==> config.mk <==
export PLATFORM = sky130hd
export DESIGN_NAME = hysteresis_debounce_qualifier_core
export DESIGN_NICKNAME = d
export VERILOG_FILES = /design/src/hdq_pkg.sv /design/src/hysteresis_debounce_qualifier_core.sv
export SDC_FILE = /design/constraint.sdc
export NUM_CORES = 1
export LEC_CHECK = 0
export ABC_CLOCK_PERIOD_IN_PS = 3800
export BUFFER_PORTS_ARGS = -buffer_cell sky130_fd_sc_hd__buf_4
export CAP_MARGIN = 5
export CORE_MARGIN = 2
export CORE_UTILIZATION = 58
export CTS_CLUSTER_DIAMETER = 50
export DETAILED_ROUTE_END_ITERATION = 8
export PLACE_DENSITY = 0.83
export SLEW_MARGIN = 10
export SYNTH_ARGS = -nofsm -noshare
export SYNTH_HDL_FRONTEND = slang
export SYNTH_SLANG_ARGS = --single-unit
==> constraint.sdc <==
create_clock -name clk -period 3.8 [get_ports clk]
set_input_delay 0.38 -clock clk [delete_from_list [all_inputs] [get_ports clk]]
set_output_delay 0.38 -clock clk [all_outputs]
set_load 0.01 [all_outputs]
==> src/hdq_pkg.sv <==
package hdq_pkg;

  typedef enum logic [1:0] {
    LVL_LOW  = 2'd0,
    LVL_HIGH = 2'd1,
    LVL_UNK  = 2'd2
  } level_t;

  typedef enum logic [1:0] {
    EV_NONE = 2'd0,
    EV_HIGH = 2'd1,
    EV_LOW  = 2'd2
  } event_t;

  localparam int CFG_INDEX_BITS = 3;

  localparam logic [CFG_INDEX_BITS-1:0] REG_HIGH_THRESHOLD  = 3'd0;
  localparam logic [CFG_INDEX_BITS-1:0] REG_LOW_THRESHOLD   = 3'd1;
  localparam logic [CFG_INDEX_BITS-1:0] REG_HIGH_RUN_TARGET = 3'd2;
  localparam logic [CFG_INDEX_BITS-1:0] REG_LOW_RUN_TARGET  = 3'd3;
  localparam logic [CFG_INDEX_BITS-1:0] REG_HIGH_DELAY      = 3'd4;
  localparam logic [CFG_INDEX_BITS-1:0] REG_LOW_DELAY       = 3'd5;
  localparam logic [CFG_INDEX_BITS-1:0] REG_INITIAL_STATE   = 3'd6;

  localparam int RUN_TARGET_BITS = 8;
  localparam int RUN_BITS        = 9;
  localparam logic [RUN_BITS-1:0] RUN_MAX = 9'd256;

  localparam int OUT_DATA_BITS = 8;

  // code 3 reads as unknown
  function automatic level_t level_code(input logic [1:0] code);
    level_t lvl;
    case (code)
      2'd0:    lvl = LVL_LOW;
      2'd1:    lvl = LVL_HIGH;
      default: lvl = LVL_UNK;
    endcase
    return lvl;
  endfunction

endpackage

==> src/hysteresis_debounce_qualifier_core.sv <==
// Hysteresis comparator with debounce qualifier.
// Slave stream s_*: s_tuser is the item kind (0 sample, 1 tick), s_tdata holds
// the sample in its low SAMPLE_BITS bits as two's complement. Master stream m_*:
// one result per request, m_tdata carries confirmed level, candidate level and
// event code. Configuration channel cfg_*: cfg_index selects a register, writes
// are taken in any cycle (cfg_ready is tied high) and must only be issued while
// no request is in flight; writing the initial state also loads both levels.
// An accepted request passes an input register, then one pass of compare and
// count logic into the result register. Throughput is one request per cycle
// while m_tready takes each result, set by that single pass; the level, run,
// pending and timer registers are all updated in the same cycle.
// Reset clears both streams, loads default register values and sets confirmed
// and candidate levels to low with no delay pending. When m_tready is low the
// result holds, the input register still fills once, and s_tready then drops
// until the result is taken.
module hysteresis_debounce_qualifier_core #(
  parameter int SAMPLE_BITS = 16,
  parameter int DELAY_BITS  = 16,
  localparam int InBits  = ((SAMPLE_BITS + 7) / 8) * 8,
  localparam int WideBits = (SAMPLE_BITS > DELAY_BITS) ? SAMPLE_BITS : DELAY_BITS,
  localparam int CfgBits = (WideBits > 8) ? WideBits : 8
) (
  input  logic                                 clk,
  input  logic                                 rst,
  input  logic                                 s_tvalid,
  output logic                                 s_tready,
  input  logic [InBits-1:0]                    s_tdata,   // sample
  input  logic                                 s_tuser,   // kind
  output logic                                 m_tvalid,
  input  logic                                 m_tready,
  output logic [hdq_pkg::OUT_DATA_BITS-1:0]    m_tdata,   // confirmed_state, candidate_state, event_res
  input  logic                                 cfg_valid,
  output logic                                 cfg_ready,
  input  logic [hdq_pkg::CFG_INDEX_BITS-1:0]   cfg_index,
  input  logic [CfgBits-1:0]                   cfg_data
);
  import hdq_pkg::*;

  logic signed [SAMPLE_BITS-1:0]  high_threshold;
  logic signed [SAMPLE_BITS-1:0]  low_threshold;
  logic [RUN_TARGET_BITS-1:0]     high_run_target;
  logic [RUN_TARGET_BITS-1:0]     low_run_target;
  logic [DELAY_BITS-1:0]          high_delay;
  logic [DELAY_BITS-1:0]          low_delay;

  logic                           s1_valid;
  logic                           s1_kind;
  logic signed [SAMPLE_BITS-1:0]  s1_sample;

  logic signed [SAMPLE_BITS-1:0]  previous_sample;
  level_t                         confirmed;
  level_t                         candidate;
  logic [RUN_BITS-1:0]            high_run;
  logic [RUN_BITS-1:0]            low_run;
  logic                           pending_high;
  logic                           pending_low;
  logic [DELAY_BITS-1:0]          delay_left;

  level_t                         confirmed_next;
  level_t                         candidate_next;
  logic [RUN_BITS-1:0]            high_run_next;
  logic [RUN_BITS-1:0]            low_run_next;
  logic                           pending_high_next;
  logic                           pending_low_next;
  logic [DELAY_BITS-1:0]          delay_left_next;
  event_t                         event_next;

  logic advance;
  logic process;
  logic below_high;
  logic prev_below_high;
  logic below_low;
  logic prev_below_low;
  logic above_low;
  logic [DELAY_BITS-1:0] delay_dec;

  assign advance   = !m_tvalid || m_tready;
  assign s_tready  = !s1_valid || advance;
  assign process   = s1_valid && advance;
  assign cfg_ready = 1'b1;

  assign below_high      = s1_sample < high_threshold;
  assign prev_below_high = previous_sample < high_threshold;
  assign below_low       = s1_sample < low_threshold;
  assign prev_below_low  = previous_sample < low_threshold;
  assign above_low       = s1_sample > low_threshold;
  assign delay_dec       = (delay_left != '0) ? delay_left - 1'b1 : delay_left;

  always_comb begin
    confirmed_next    = confirmed;
    candidate_next    = candidate;
    high_run_next     = high_run;
    low_run_next      = low_run;
    pending_high_next = pending_high;
    pending_low_next  = pending_low;
    delay_left_next   = delay_left;
    event_next        = EV_NONE;

    if (s1_kind) begin
      if (pending_high || pending_low) begin
        delay_left_next = delay_dec;
        if (delay_dec == '0) begin
          if (pending_high) begin
            confirmed_next = LVL_HIGH;
            event_next     = EV_HIGH;
          end else begin
            confirmed_next = LVL_LOW;
            event_next     = EV_LOW;
          end
          pending_high_next = 1'b0;
          pending_low_next  = 1'b0;
        end
      end
    end else if (!(below_high && confirmed != LVL_HIGH && candidate != LVL_HIGH)) begin
      if (prev_below_high && !below_high && confirmed != LVL_HIGH) begin
        candidate_next = LVL_HIGH;
      end else if (!prev_below_low && below_low && confirmed != LVL_LOW) begin
        candidate_next = LVL_LOW;
      end else if (candidate == LVL_HIGH && below_high) begin
        candidate_next = LVL_UNK;
      end else if (candidate == LVL_LOW && above_low) begin
        candidate_next = LVL_UNK;
      end

      if (candidate_next == LVL_HIGH) begin
        high_run_next    = (high_run < RUN_MAX) ? high_run + 1'b1 : high_run;
        low_run_next     = '0;
        pending_low_next = 1'b0;
        if (high_run_next == {1'b0, high_run_target} && confirmed != LVL_HIGH) begin
          pending_high_next = 1'b1;
          delay_left_next   = high_delay;
          if (high_delay == '0) begin
            confirmed_next    = LVL_HIGH;
            event_next        = EV_HIGH;
            pending_high_next = 1'b0;
          end
        end
      end else if (candidate_next == LVL_LOW) begin
        low_run_next      = (low_run < RUN_MAX) ? low_run + 1'b1 : low_run;
        high_run_next     = '0;
        pending_high_next = 1'b0;
        if (low_run_next == {1'b0, low_run_target} && confirmed != LVL_LOW) begin
          pending_low_next = 1'b1;
          delay_left_next  = low_delay;
          if (low_delay == '0) begin
            confirmed_next   = LVL_LOW;
            event_next       = EV_LOW;
            pending_low_next = 1'b0;
          end
        end
      end else begin
        high_run_next     = '0;
        low_run_next      = '0;
        pending_high_next = 1'b0;
        pending_low_next  = 1'b0;
      end
      if (!pending_high_next && !pending_low_next) begin
        delay_left_next = '0;
      end
    end
  end

  always_ff @(posedge clk) begin
    if (s_tready) begin
      s1_kind   <= s_tuser;
      s1_sample <= s_tdata[SAMPLE_BITS-1:0];
    end
    if (process) begin
      m_tdata <= {{(OUT_DATA_BITS - 6){1'b0}}, event_next, candidate_next, confirmed_next};
    end
  end

  always_ff @(posedge clk) begin
    if (rst) begin
      s1_valid        <= 1'b0;
      m_tvalid        <= 1'b0;
      high_threshold  <= SAMPLE_BITS'(1);
      low_threshold   <= '0;
      high_run_target <= RUN_TARGET_BITS'(1);
      low_run_target  <= RUN_TARGET_BITS'(1);
      high_delay      <= DELAY_BITS'(1000);
      low_delay       <= DELAY_BITS'(1000);
      previous_sample <= '0;
      confirmed       <= LVL_LOW;
      candidate       <= LVL_LOW;
      high_run        <= '0;
      low_run         <= '0;
      pending_high    <= 1'b0;
      pending_low     <= 1'b0;
      delay_left      <= '0;
    end else begin
      if (s_tready) begin
        s1_valid <= s_tvalid;
      end
      if (advance) begin
        m_tvalid <= s1_valid;
      end
      if (process) begin
        if (!s1_kind) begin
          previous_sample <= s1_sample;
        end
        confirmed    <= confirmed_next;
        candidate    <= candidate_next;
        high_run     <= high_run_next;
        low_run      <= low_run_next;
        pending_high <= pending_high_next;
        pending_low  <= pending_low_next;
        delay_left   <= delay_left_next;
      end
      if (cfg_valid && cfg_ready) begin
        unique case (cfg_index)
          REG_HIGH_THRESHOLD:  high_threshold  <= cfg_data[SAMPLE_BITS-1:0];
          REG_LOW_THRESHOLD:   low_threshold   <= cfg_data[SAMPLE_BITS-1:0];
          REG_HIGH_RUN_TARGET: high_run_target <= cfg_data[RUN_TARGET_BITS-1:0];
          REG_LOW_RUN_TARGET:  low_run_target  <= cfg_data[RUN_TARGET_BITS-1:0];
          REG_HIGH_DELAY:      high_delay      <= cfg_data[DELAY_BITS-1:0];
          REG_LOW_DELAY:       low_delay       <= cfg_data[DELAY_BITS-1:0];
          REG_INITIAL_STATE: begin
            confirmed <= level_code(cfg_data[1:0]);
            candidate <= level_code(cfg_data[1:0]);
          end
          default: ;
        endcase
      end
    end
  end

`ifndef NO_ASSERTIONS
  a_single_pending: assert property (@(posedge clk) disable iff (rst)
    !(pending_high && pending_low))
    else $error("high and low confirmations pending together");

  a_idle_timer_clear: assert property (@(posedge clk) disable iff (rst)
    (!pending_high && !pending_low) |-> (delay_left == '0))
    else $error("delay timer running with nothing pending");

  a_high_event_level: assert property (@(posedge clk) disable iff (rst)
    (m_tvalid && m_tdata[5:4] == EV_HIGH) |-> (m_tdata[1:0] == LVL_HIGH))
    else $error("high event without high confirmed level");

  a_low_event_level: assert property (@(posedge clk) disable iff (rst)
    (m_tvalid && m_tdata[5:4] == EV_LOW) |-> (m_tdata[1:0] == LVL_LOW))
    else $error("low event without low confirmed level");

  a_run_exclusive: assert property (@(posedge clk) disable iff (rst)
    process |=> !(high_run != '0 && low_run != '0))
    else $error("high and low runs counting together");
`endif

endmodule
==> results of run 1 <==
## registers in the layout, indices dropped and copies added, names as in the netlist, 16 cells and up
| name | count |
|---|---|
| previous_sample | 16 |
| delay_left | 16 |
| high_delay | 16 |
| low_delay | 16 |
| low_threshold | 16 |
| s1_sample | 16 |
| high_threshold | 16 |
## worst max-delay path: cells and delay by family (launching register included)
| family | cells | cell delay [ns] |
|---|---|---|
| AOI/OAI and AO/OA | 5 | 1.62 |
| adders and majority gates | 1 | 0.33 |
| DFF | 1 | 0.43 |
| and+or+nand+nor | 4 | 0.98 |
## Yosys cell counts (5+ instances only)
cell and n:
ha_1 64, clkbuf_1 37, a21oi_1 142, nand3b_1 5, nand4_1 16, a21boi_0 5
nand3_1 31, or3_1 13, nor4_1 16, nor2b_1 15, xnor2_1 20, dfxtp_1 138
a21o_1 17, o211ai_1 8, a22oi_1 5, nand2b_1 9, nor3_1 19, xor2_1 9
nand2_1 257, edfxtp_1 23, nor2_1 92, o21a_1 8, o21ai_0 30, mux2i_1 20
a211o_1 8, inv_1 49, a21oi_2 10, buf_1 9, a31oi_1 18
## logic make-up (layout without fill, tap and decap cells)
kind of cell,after synthesis,after routing,share of synthesized area [%]
AOI/OAI and AO/OA,297,297,20.29
DFF,161,161,36.70
muxes,21,21,2.247
other,2,3,0.07982
adders and majority gates,64,64,8.511
and+or+nand+nor,510,510,24.91
buffers and inverters,104,148,4.561
xor gates and xnor gates,29,29,2.700
## report_power, final
part | internal, µW | total, µW | switching, µW
clock | 957 | 1640 | 685
combinational | 400 | 1020 | 618
sequential | 1790 | 1870 | 76.7
## final timing paths
path                                          from                  to  slack, ns
worst max register to register       s1_sample[15]       delay_left[3]       0.31
worst min-delay path                   s_tdata[12]       s1_sample[12]       0.12
worst min register to register  high_threshold[12]  high_threshold[12]       0.46
worst max-delay path                 s1_sample[15]       delay_left[3]       0.31
## final cells by class
type                            instances  area [µm²]
Multi-Input combinational cell        924        5530
Tap cell                              216       270.3
Inverter                               50       187.7
Timing Repair Buffer                   66       495.5
Clock inverter                         12       117.6
Clock buffer                           20       436.7
Sequential cell                       161        3453
Fill cell                            1358        5394
## layer usage
layer	wire length, µm	part of all wire [%]
met1	11040	43
met2	11940	46
met3	2021	7.9
met4	703	2.7
met5	13	0.051
## metrics by stage
step                      cell area (µm²)  instances  worst slack [ns]  total power (µW)
after floorplan                      9413       1189            0.7627              2605
after global placement               9937       1417            0.4667              2877
after detailed placement             9937       1417            0.3382              2891
after CTS                           10490       1449            0.3234              4514
after global routing                10490       1449            0.1193              4704
final                               10490       1449            0.3102              4529
==> results.tsv, run 1 <==
stage	metric	value	unit
cells_and_area	drive_gt1_share	9.976	%
floorplanning	initial_core_util	59.23	%
grt	grt_overflow	0	
worst_hold_path	min_path_type	input port to flip-flop	
grt	antenna_found_initial	1	
worst_hold_path	min_path_cells	1	
grt	met2_usage	48.22	%
setup_path	worstPathRequired	4.09	ns
placed_design	portBuffers	48	
sta	relSlewSlack	21.15	%
sta	whs	0.1183	ns
cells_and_area	antenna_cells	0	
synthesis	synthTopCellsByArea	dfxtp_1, nand2_1, ha_1	
sta	fin_skew	0.007651	ns
clock_tree	cts.clk_slew.worst_paths	0.06	ns
grt	use_met1	39.47	%
route	drc	0	
synthesis	synth_cells	1188	
route	wl_per_cell	17.75	µm
setup_path	path_max_fanout	16	
sta	max_freq	286.5	MHz
route	routed_wl	25720	µm
cells_and_area	utilization	66.04	%
setup_path	reg2reg_depth	10	
synthesis	yosysUniqueCellTypes	80	
setup_path	path_cells	ha_1 -> nand4_1 -> or2_2 -> a211o_1 -> o211ai_1 -> nand4b_1 -> a2111o_1 -> nand2b_4 -> o211ai_4 -> a21oi_1	
cells_and_area	areaGrowthSynthToFinish	11.50	%
floorplanning	die-width	131.4	µm
placed_design	dp_hpwl	18490	µm
grt	grt_max_degree	71	
setup_path	crit_type	flip-flop to flip-flop	
synthesis	synthFlopType	dfxtp_1	
clock_tree	numCtsBuffers	17	
floorplanning	die_height	131.4	µm
clock_tree	worst_skew_pair.late_latency	0.43	ns
synthesis	synth_area_per_cell	7.920	µm²
route	ant_nets	0	
synthesis	yosysSeqAreaShare	36.70	%
grt	grt_usage	29.66	%
clock_tree	cts_buffer_depth	2	
clock_tree	cts_tree	yes	
sta	setup_violations	0	
outcome	status	completed	
clock_tree	holdBufCountCts	0	
setup_path	crit_path_end_kind	flip-flop	
grt	grt_pass1_vias	8299	
synthesis	synthArstFlopShare	0	%
cells_and_area	nets	1325	
synthesis	synth.top_cell.area_share	29.36	%
synthesis	syn_area	9409	µm²
power_and_ir_drop	ir_worst_vdd	0.0003174	V
sta	min_period_over_period	91.84	%
floorplanning	pin_count	52	
synthesis	yosys.area.top_type	dfxtp_1	
clock_tree	root_buffer	clkbuf_16	
setup_path	slowest_delay	0.54	ns
sta	maxSlewViolCount	0	
grt	use_met3	5.864	%
setup_path	critPathLaunchType	flip-flop	
floorplanning	core	15890	µm²
cells_and_area	layout_commonest_cell	nand2_1	
floorplanning	rows	46	
clock_tree	cts_resized	0	
grt	grt_pass1_wl	41470	µm
synthesis	synth_edf_count	23	
route	drtIter0Drc	913	
sta	hold_violations	0	
sta	grt_setup_unrepaired	false	
clock_tree	cts_sinks	161	
floorplanning	dieArea	17260	µm²
synthesis	yosysWarnings	0	
sta	fin_setup_tns	0	ns
placed_design	gp_congestion	0.9279	
route	vias	8851	
setup_path	worstPathArrival	3.78	ns
power_and_ir_drop	powerDensity	431.7	nW/µm²
cells_and_area	final_cell_mix	nand2_1, a21oi_1, dfxtp_1	
route	drt_first_pass_iters	5	
power_and_ir_drop	p_leak	0.004070	µW
job	cap_violations	0	
setup_path	crit_slowest_cell	o211ai_4	
sta	worstMarginPinSlew	1.178	ns
synthesis	synth_seq_cells	161	
clock_tree	htreeDepth	4	
clock_tree	postCtsSetupBuffers	0	
grt	busiest_layer	met2	
route	vias_per_cell	6.108	
sta	period_minus_slack	3.490	ns
Power figures use the tool's default switching activity.
==> inputs of run 2 (changes only) <==
- CORE_UTILIZATION: 58 -> 50
- PLACE_DENSITY: 0.83 -> 0.74
==> run 2 against run 1 <==
Against the previous run: first-iteration DRC count down 8.3%; hold slack improved by 0.0029 ns; highest routed layer is now met4; non-clock buffer count rose by 5; largest cell class unchanged.
==> results.tsv, run 2 (synthesis results as in run 1) <==
stage	metric	value	unit	change
outcome	status	completed		
sta	min_period_over_period	92.88	%	+1.0 points
clock_tree	root_buffer	clkbuf_16		
route	vias	8800		-0.58%
setup_path	r2r_slack	0.27	ns	-0.04 ns
floorplanning	pin_count	52		unchanged
clock_tree	holdBufCountCts	0		unchanged
setup_path	slowest_delay	0.49	ns	-0.05 ns
cells_and_area	fin_cells	1472		+1.6%
grt	grt_max_degree	86		+21%
placed_design	gp_congestion	0.8973		-3.3%
floorplanning	core	18580	µm²	+17%
clock_tree	numCtsBuffers	17		unchanged
cells_and_area	drive_gt1_share	10.58	%	+0.61 points
clock_tree	postCtsSetupBuffers	0		unchanged
cells_and_area	antenna_cells	0		unchanged
power_and_ir_drop	ir_worst_vdd	0.0003325	V	+4.7%
sta	hold_violations	0		unchanged
power_and_ir_drop	powerDensity	446.3	nW/µm²	+3.4%
setup_path	r2r_end	low_run[5]		
sta	grt_setup_unrepaired	false		
setup_path	crit_path_end_kind	flip-flop		
sta	setup_violations	0		unchanged
route	drtIter0Drc	837		-8.3%
cells_and_area	nets	1330		+0.38%
route	drt_first_pass_iters	5		unchanged
cells_and_area	areaGrowthSynthToFinish	13.27	%	
route	wl_per_cell	17.86	µm	+0.59%
worst_hold_path	worstHoldStart	s_tdata[1]		
sta	period_minus_slack	3.529	ns	+0.03956 ns
placed_design	dp.cells	1440		+1.6%
setup_path	path_max_fanout	8		-8
grt	grt_overflow	0		unchanged
placed_design	portBuffers	48		unchanged
route	ant_nets	0		unchanged
clock_tree	cts_tree	yes		
floorplanning	die_height	141.2	µm	+7.5%
sta	max_freq	283.3	MHz	-1.1%
power_and_ir_drop	p_leak	0.004149	µW	+1.9%
setup_path	worstPathArrival	3.88	ns	+0.10 ns
setup_path	regToRegStartpoint	s1_sample[2]		
clock_tree	cts.clk_slew.worst_paths	0.06	ns	about the same
route	drc	0		unchanged
setup_path	reg2reg_depth	10		unchanged
floorplanning	rows	50		+8.7%
grt	antenna_found_initial	0		-1
sta	maxSlewViolCount	0		unchanged
cells_and_area	final_cell_mix	nand2_1, a21oi_1, dfxtp_1		
clock_tree	htreeDepth	4		unchanged
grt	grt_pass1_wl	42450	µm	+2.4%
route	vias_per_cell	5.978		-2.1%
route	routed_wl	26290	µm	+2.2%
floorplanning	die-width	141.2	µm	+7.5%
sta	fin_skew	0.008508	ns	+0.0008569 ns
worst_hold_path	min_path_cells	1		unchanged
sta	worstMarginPinSlew	0.9482	ns	-0.2302 ns
clock_tree	cts_buffer_depth	2		unchanged
placed_design	dp_hpwl	19080	µm	+3.2%
clock_tree	worst_skew_pair.late_latency	0.43	ns	about the same
job	cap_violations	0		unchanged
setup_path	worstPathRequired	4.15	ns	+0.06 ns
setup_path	cpMostUsedCell	nand2_1		
worst_hold_path	min_to	s1_sample[1]		
cells_and_area	layout_commonest_cell	nand2_1		
floorplanning	dieArea	19930	µm²	+16%
power_and_ir_drop	power	4757	µW	+5.0%
floorplanning	initial_core_util	50.64	%	-8.6 points
setup_path	crit_type	flip-flop to flip-flop		
clock_tree	cts_sinks	161		unchanged
worst_hold_path	min_path_type	input port to flip-flop		
sta	fin_setup_tns	0	ns	unchanged
setup_path	critPathLaunchType	flip-flop		
setup_path	crit_slowest_cell	or4_1		
grt	grt_usage	26.71	%	-3.0 points
grt	grt_pass1_vias	8256		-0.52%
sta	relSlewSlack	36.55	%	+15 points
setup_path	path_cells	ha_1 -> a211o_1 -> a31oi_1 -> o21ai_0 -> a41o_1 -> nand2_1 -> a2bb2oi_1 -> nand2_1 -> or4_1 -> a21oi_1		
run 2: cell type report:
| class | instances | area, µm² |
|---|---|---|
| timing repair buffer | 71 | 545.5 |
| inverter | 50 | 187.7 |
| clock buffer | 24 | 491.7 |
| tap | 234 | 292.8 |
| fill | 1703 | 7923 |
| multi-input combinational | 924 | 5538 |
| sequential | 161 | 3453 |
| clock inverter | 8 | 148.9 |
run 2: worst max-delay path by stage:
stage / startpoint / end / cells after the start
final: s1_sample[2] / low_run[5] / 10
after global routing: s1_sample[5] / low_run[5] / 10
after CTS: s1_sample[2] / low_run[5] / 10
after detailed placement: s1_sample[2] / low_run[5] / 10
after global placement: s1_sample[2] / low_run[5] / 10
after floorplan: delay_left[0] / confirmed[0] / 12
run 2: through the flow:
stage	area, µm²	utilization, %	hold WS [ns]	worst slack (ns)
after global routing	10660	57.36	0.1090	0.04206
after floorplan	9413	-	0.4363	0.7627
after detailed placement	10010	53.90	0.4475	0.3694
after CTS	10660	57.35	0.1147	0.3387
final	10660	57.36	0.1212	0.2706
after global placement	10010	53.90	0.4433	0.4563
run 2: power by group:
group          switching, µW  leakage [µW]  total (µW)  internal, µW
clock                    679      0.000315        1850          1170
sequential              76.0       0.00136        1870          1790
combinational            620       0.00248        1040           417
run 2: what timing repair did:
item | in CTS | in global routing
endpoints found under the setup margin | 0 | 2
hold endpoints to repair | 0 | 0
gates resized for setup | 0 | 1
run 2: routing by layer:
metal | routed length (µm) | GRT usage [%]
met1 | 11730 | 37.59
met4 | 627 | 8.316
met3 | 2106 | 5.265
met5 | 0 | 0
met2 | 11820 | 41.44
run 2: critical path, delay by kind of cell, from the launching register on:
kind	cells	cell delay (ns)
adder cells (fa/ha/maj)	1	0.32
AO/OA/AOI/OAI	6	1.64
AND/OR/NAND/NOR	3	1.05
flip-flops	1	0.43
==> inputs of run 3 (changes only) <==
- ABC_CLOCK_PERIOD_IN_PS: 3800 -> 3200
- PLACE_DENSITY: 0.74 -> 0.77
- clock period: 3.8 -> 3.2 ns (I/O delays scaled with it)
==> run 3 against run 2 <==
Against the previous run: the run now ends with setup timing left; register-to-register slack lost 0.28 ns; clock-buffer cell count shrank 3; utilization is 4.0 points higher; combinational power up 55%; sequential share of layout area shrank 2.1 points; non-clock buffer count increased by 55; via count grew 4.5%; global-route usage is 0.14 points higher; flip-flop and latch count unchanged; wire length is 6.7% higher; critical path depth rose by 1; cell count grew 3.8%; largest cell class unchanged; highest routed layer unchanged.
==> results.tsv, run 3 (synthesis results as in run 1) <==
stage	metric	value	unit	change
outcome	status	complete, but fails checks		
outcome	failed_checks	setup timing		
clock_tree	cts_tree	yes		
sta	maxSlewViolCount	0		unchanged
power_and_ir_drop	seq_power_share	36.6	%	-2.7 points
setup_path	critPathLaunchType	flip-flop		
worst_hold_path	worstHoldStart	s_tuser		
route	drt_first_pass_iters	6		+1
grt	grt_pass1_vias	8338		+0.99%
setup_path	path_max_fanout	9		+1
placed_design	dp_hpwl	19370	µm	+1.6%
setup_path	regToRegStartpoint	s1_sample[15]		
sta	fin_setup_tns	-0.01326	ns	-0.01326 ns
cells_and_area	drive_gt1_share	17.17	%	+6.6 points
route	drtIter0Drc	1102		+32%
floorplanning	die-width	141.2	µm	unchanged
grt	grt_usage	26.84	%	+0.14 points
clock_tree	cts_sinks	161		unchanged
sta	grt_setup_unrepaired	true		
setup_path	path_cells	ha_1 -> or3b_2 -> a221o_1 -> a41o_4 -> and3_1 -> a2bb2oi_4 -> buf_12 -> clkbuf_16 -> mux2i_2 -> a32oi_1 -> a21oi_2		
grt	grt_max_degree	82		-4.7%
sta	max_freq	311.2	MHz	+9.8%
sta	min_period_over_period	100.4	%	+7.5 points
route	ant_nets	0		unchanged
cells_and_area	fin_area	11400	µm²	+7.0%
setup_path	crit_start	s1_sample[15]		
sta	fin_skew	0.01276	ns	+0.004251 ns
power_and_ir_drop	p_comb_share	26.6	%	+4.8 points
setup_path	slowest_delay	0.46	ns	-0.03 ns
sta	worstMarginPinSlew	1.098	ns	+0.1501 ns
sta	relSlewSlack	26.51	%	-10 points
grt	antenna_found_initial	1		+1
cells_and_area	areaGrowthSynthToFinish	21.17	%	
clock_tree	htreeDepth	4		unchanged
route	wl_per_cell	18.36	µm	+2.8%
floorplanning	pin_count	52		unchanged
placed_design	dp.cells	1487		+3.3%
cells_and_area	layout_commonest_cell	nand2_1		
route	routed_wl	28060	µm	+6.7%
route	vias	9199		+4.5%
power_and_ir_drop	clock_power_share	36.8	%	-2.1 points
floorplanning	dieArea	19930	µm²	unchanged
placed_design	gp_congestion	0.9416		+4.9%
clock_tree	numCtsBuffers	17		unchanged
clock_tree	worst_skew_pair.late_latency	0.44	ns	about the same
cells_and_area	final_cell_mix	nand2_1, a21oi_1, dfxtp_1		
sta	layout_setup_ws	-0.01326	ns	-0.2839 ns
worst_hold_path	min_path_type	input port to flip-flop		
clock_tree	cts_buffer_depth	2		unchanged
sta	period_minus_slack	3.213	ns	-0.3161 ns
power_and_ir_drop	p_leak	0.004440	µW	+7.0%
sta	whs	0.05535	ns	-0.06581 ns
setup_path	worstPathRequired	3.57	ns	-0.58 ns
setup_path	crit_path_end_kind	flip-flop		
setup_path	crit_type	flip-flop to flip-flop		
sta	setup_violations	1		+1
power_and_ir_drop	p_sw	1826	µW	+33%
setup_path	worstPathArrival	3.59	ns	-0.29 ns
power_and_ir_drop	powerDensity	530.6	nW/µm²	+19%
floorplanning	die_height	141.2	µm	unchanged
setup_path	cp.buffers_inverters	2		+2
power_and_ir_drop	p_sw_share	30.19	%	+1.3 points
clock_tree	cts.clk_slew.worst_paths	0.07	ns	about the same
sta	hold_violations	0		unchanged
floorplanning	rows	50		unchanged
setup_path	crit_slowest_cell	edfxtp_1		
grt	grt_overflow	0		unchanged
power_and_ir_drop	power	6049	µW	+27%
power_and_ir_drop	internal-power	4223	µW	+25%
setup_path	crit_family	compound AO/OA/AOI/OAI gates		
cells_and_area	nets	1385		+4.1%
job	cap_violations	0		unchanged
route	vias_per_cell	6.020		+0.70%
floorplanning	core	18580	µm²	unchanged
floorplanning	initial_core_util	50.64	%	unchanged
grt	grt_pass1_wl	42420	µm	about the same
power_and_ir_drop	ir_worst_vdd	0.0004282	V	+29%
placed_design	placed_area	10390	µm²	+3.7%
cells_and_area	fin_cells	1528		+3.8%
placed_design	portBuffers	48		unchanged
clock_tree	root_buffer	clkbuf_16		
route	drc	0		unchanged
[run 3: stage by stage]
stage,util [%],setup slack (ns)
after floorplan,-,0.1627
after global placement,55.91,-0.1476
after detailed placement,55.91,-0.1763
after global routing,61.35,-0.1015
after CTS,59.64,0.01046
final,61.36,-0.01326
[run 3: repair_timing]
action                     in CTS  in global routing
buffers inserted                0                  6
hold buffers                    0                  0
setup endpoints to repair      34                 33
pin swaps                       2                 16
gates cloned                    0                  2
resized for setup              10                 46
hold endpoints to repair        0                  0
[run 3: routing by layer]
metal	vias up	track usage [%]	share of wire, %
li1	4387	-	-
met1	4277	36.55	42
met2	463	42.36	46
met3	72	5.299	8.6
met4	0	9.895	3.3
met5	-	0	0
[run 3: cell type report]
cell class / instances / area (µm²)
inverters: 50 / 187.7
clock buffers: 21 / 503.0
clock inverters: 11 / 147.6
diodes: 1 / 2.502
repair buffers: 126 / 1039
flip-flops and latches: 161 / 3455
well taps: 234 / 292.8
multi-input cells: 924 / 5774
fillers: 1545 / 7179
[run 3: final timing paths]
path	slack [ns]	end	cells past startpoint
worst min-delay path	0.06	s1_kind	1
worst max register to register	-0.01	delay_left[14]	11
worst max-delay path	-0.01	delay_left[14]	11
worst min register to register	0.45	low_threshold[10]	2
[run 3: power groups by stage]
stage / Sequential, µW / Clock (µW) / Combinational, µW
3_5_place_dp: 2250 / 0 / 1350
5_1_grt: 2220 / 2310 / 1720
2_1_floorplan: 2230 / 0 / 868
6_report: 2210 / 2220 / 1610
4_1_cts: 2210 / 2230 / 1380
3_3_place_gp: 2250 / 0 / 1330
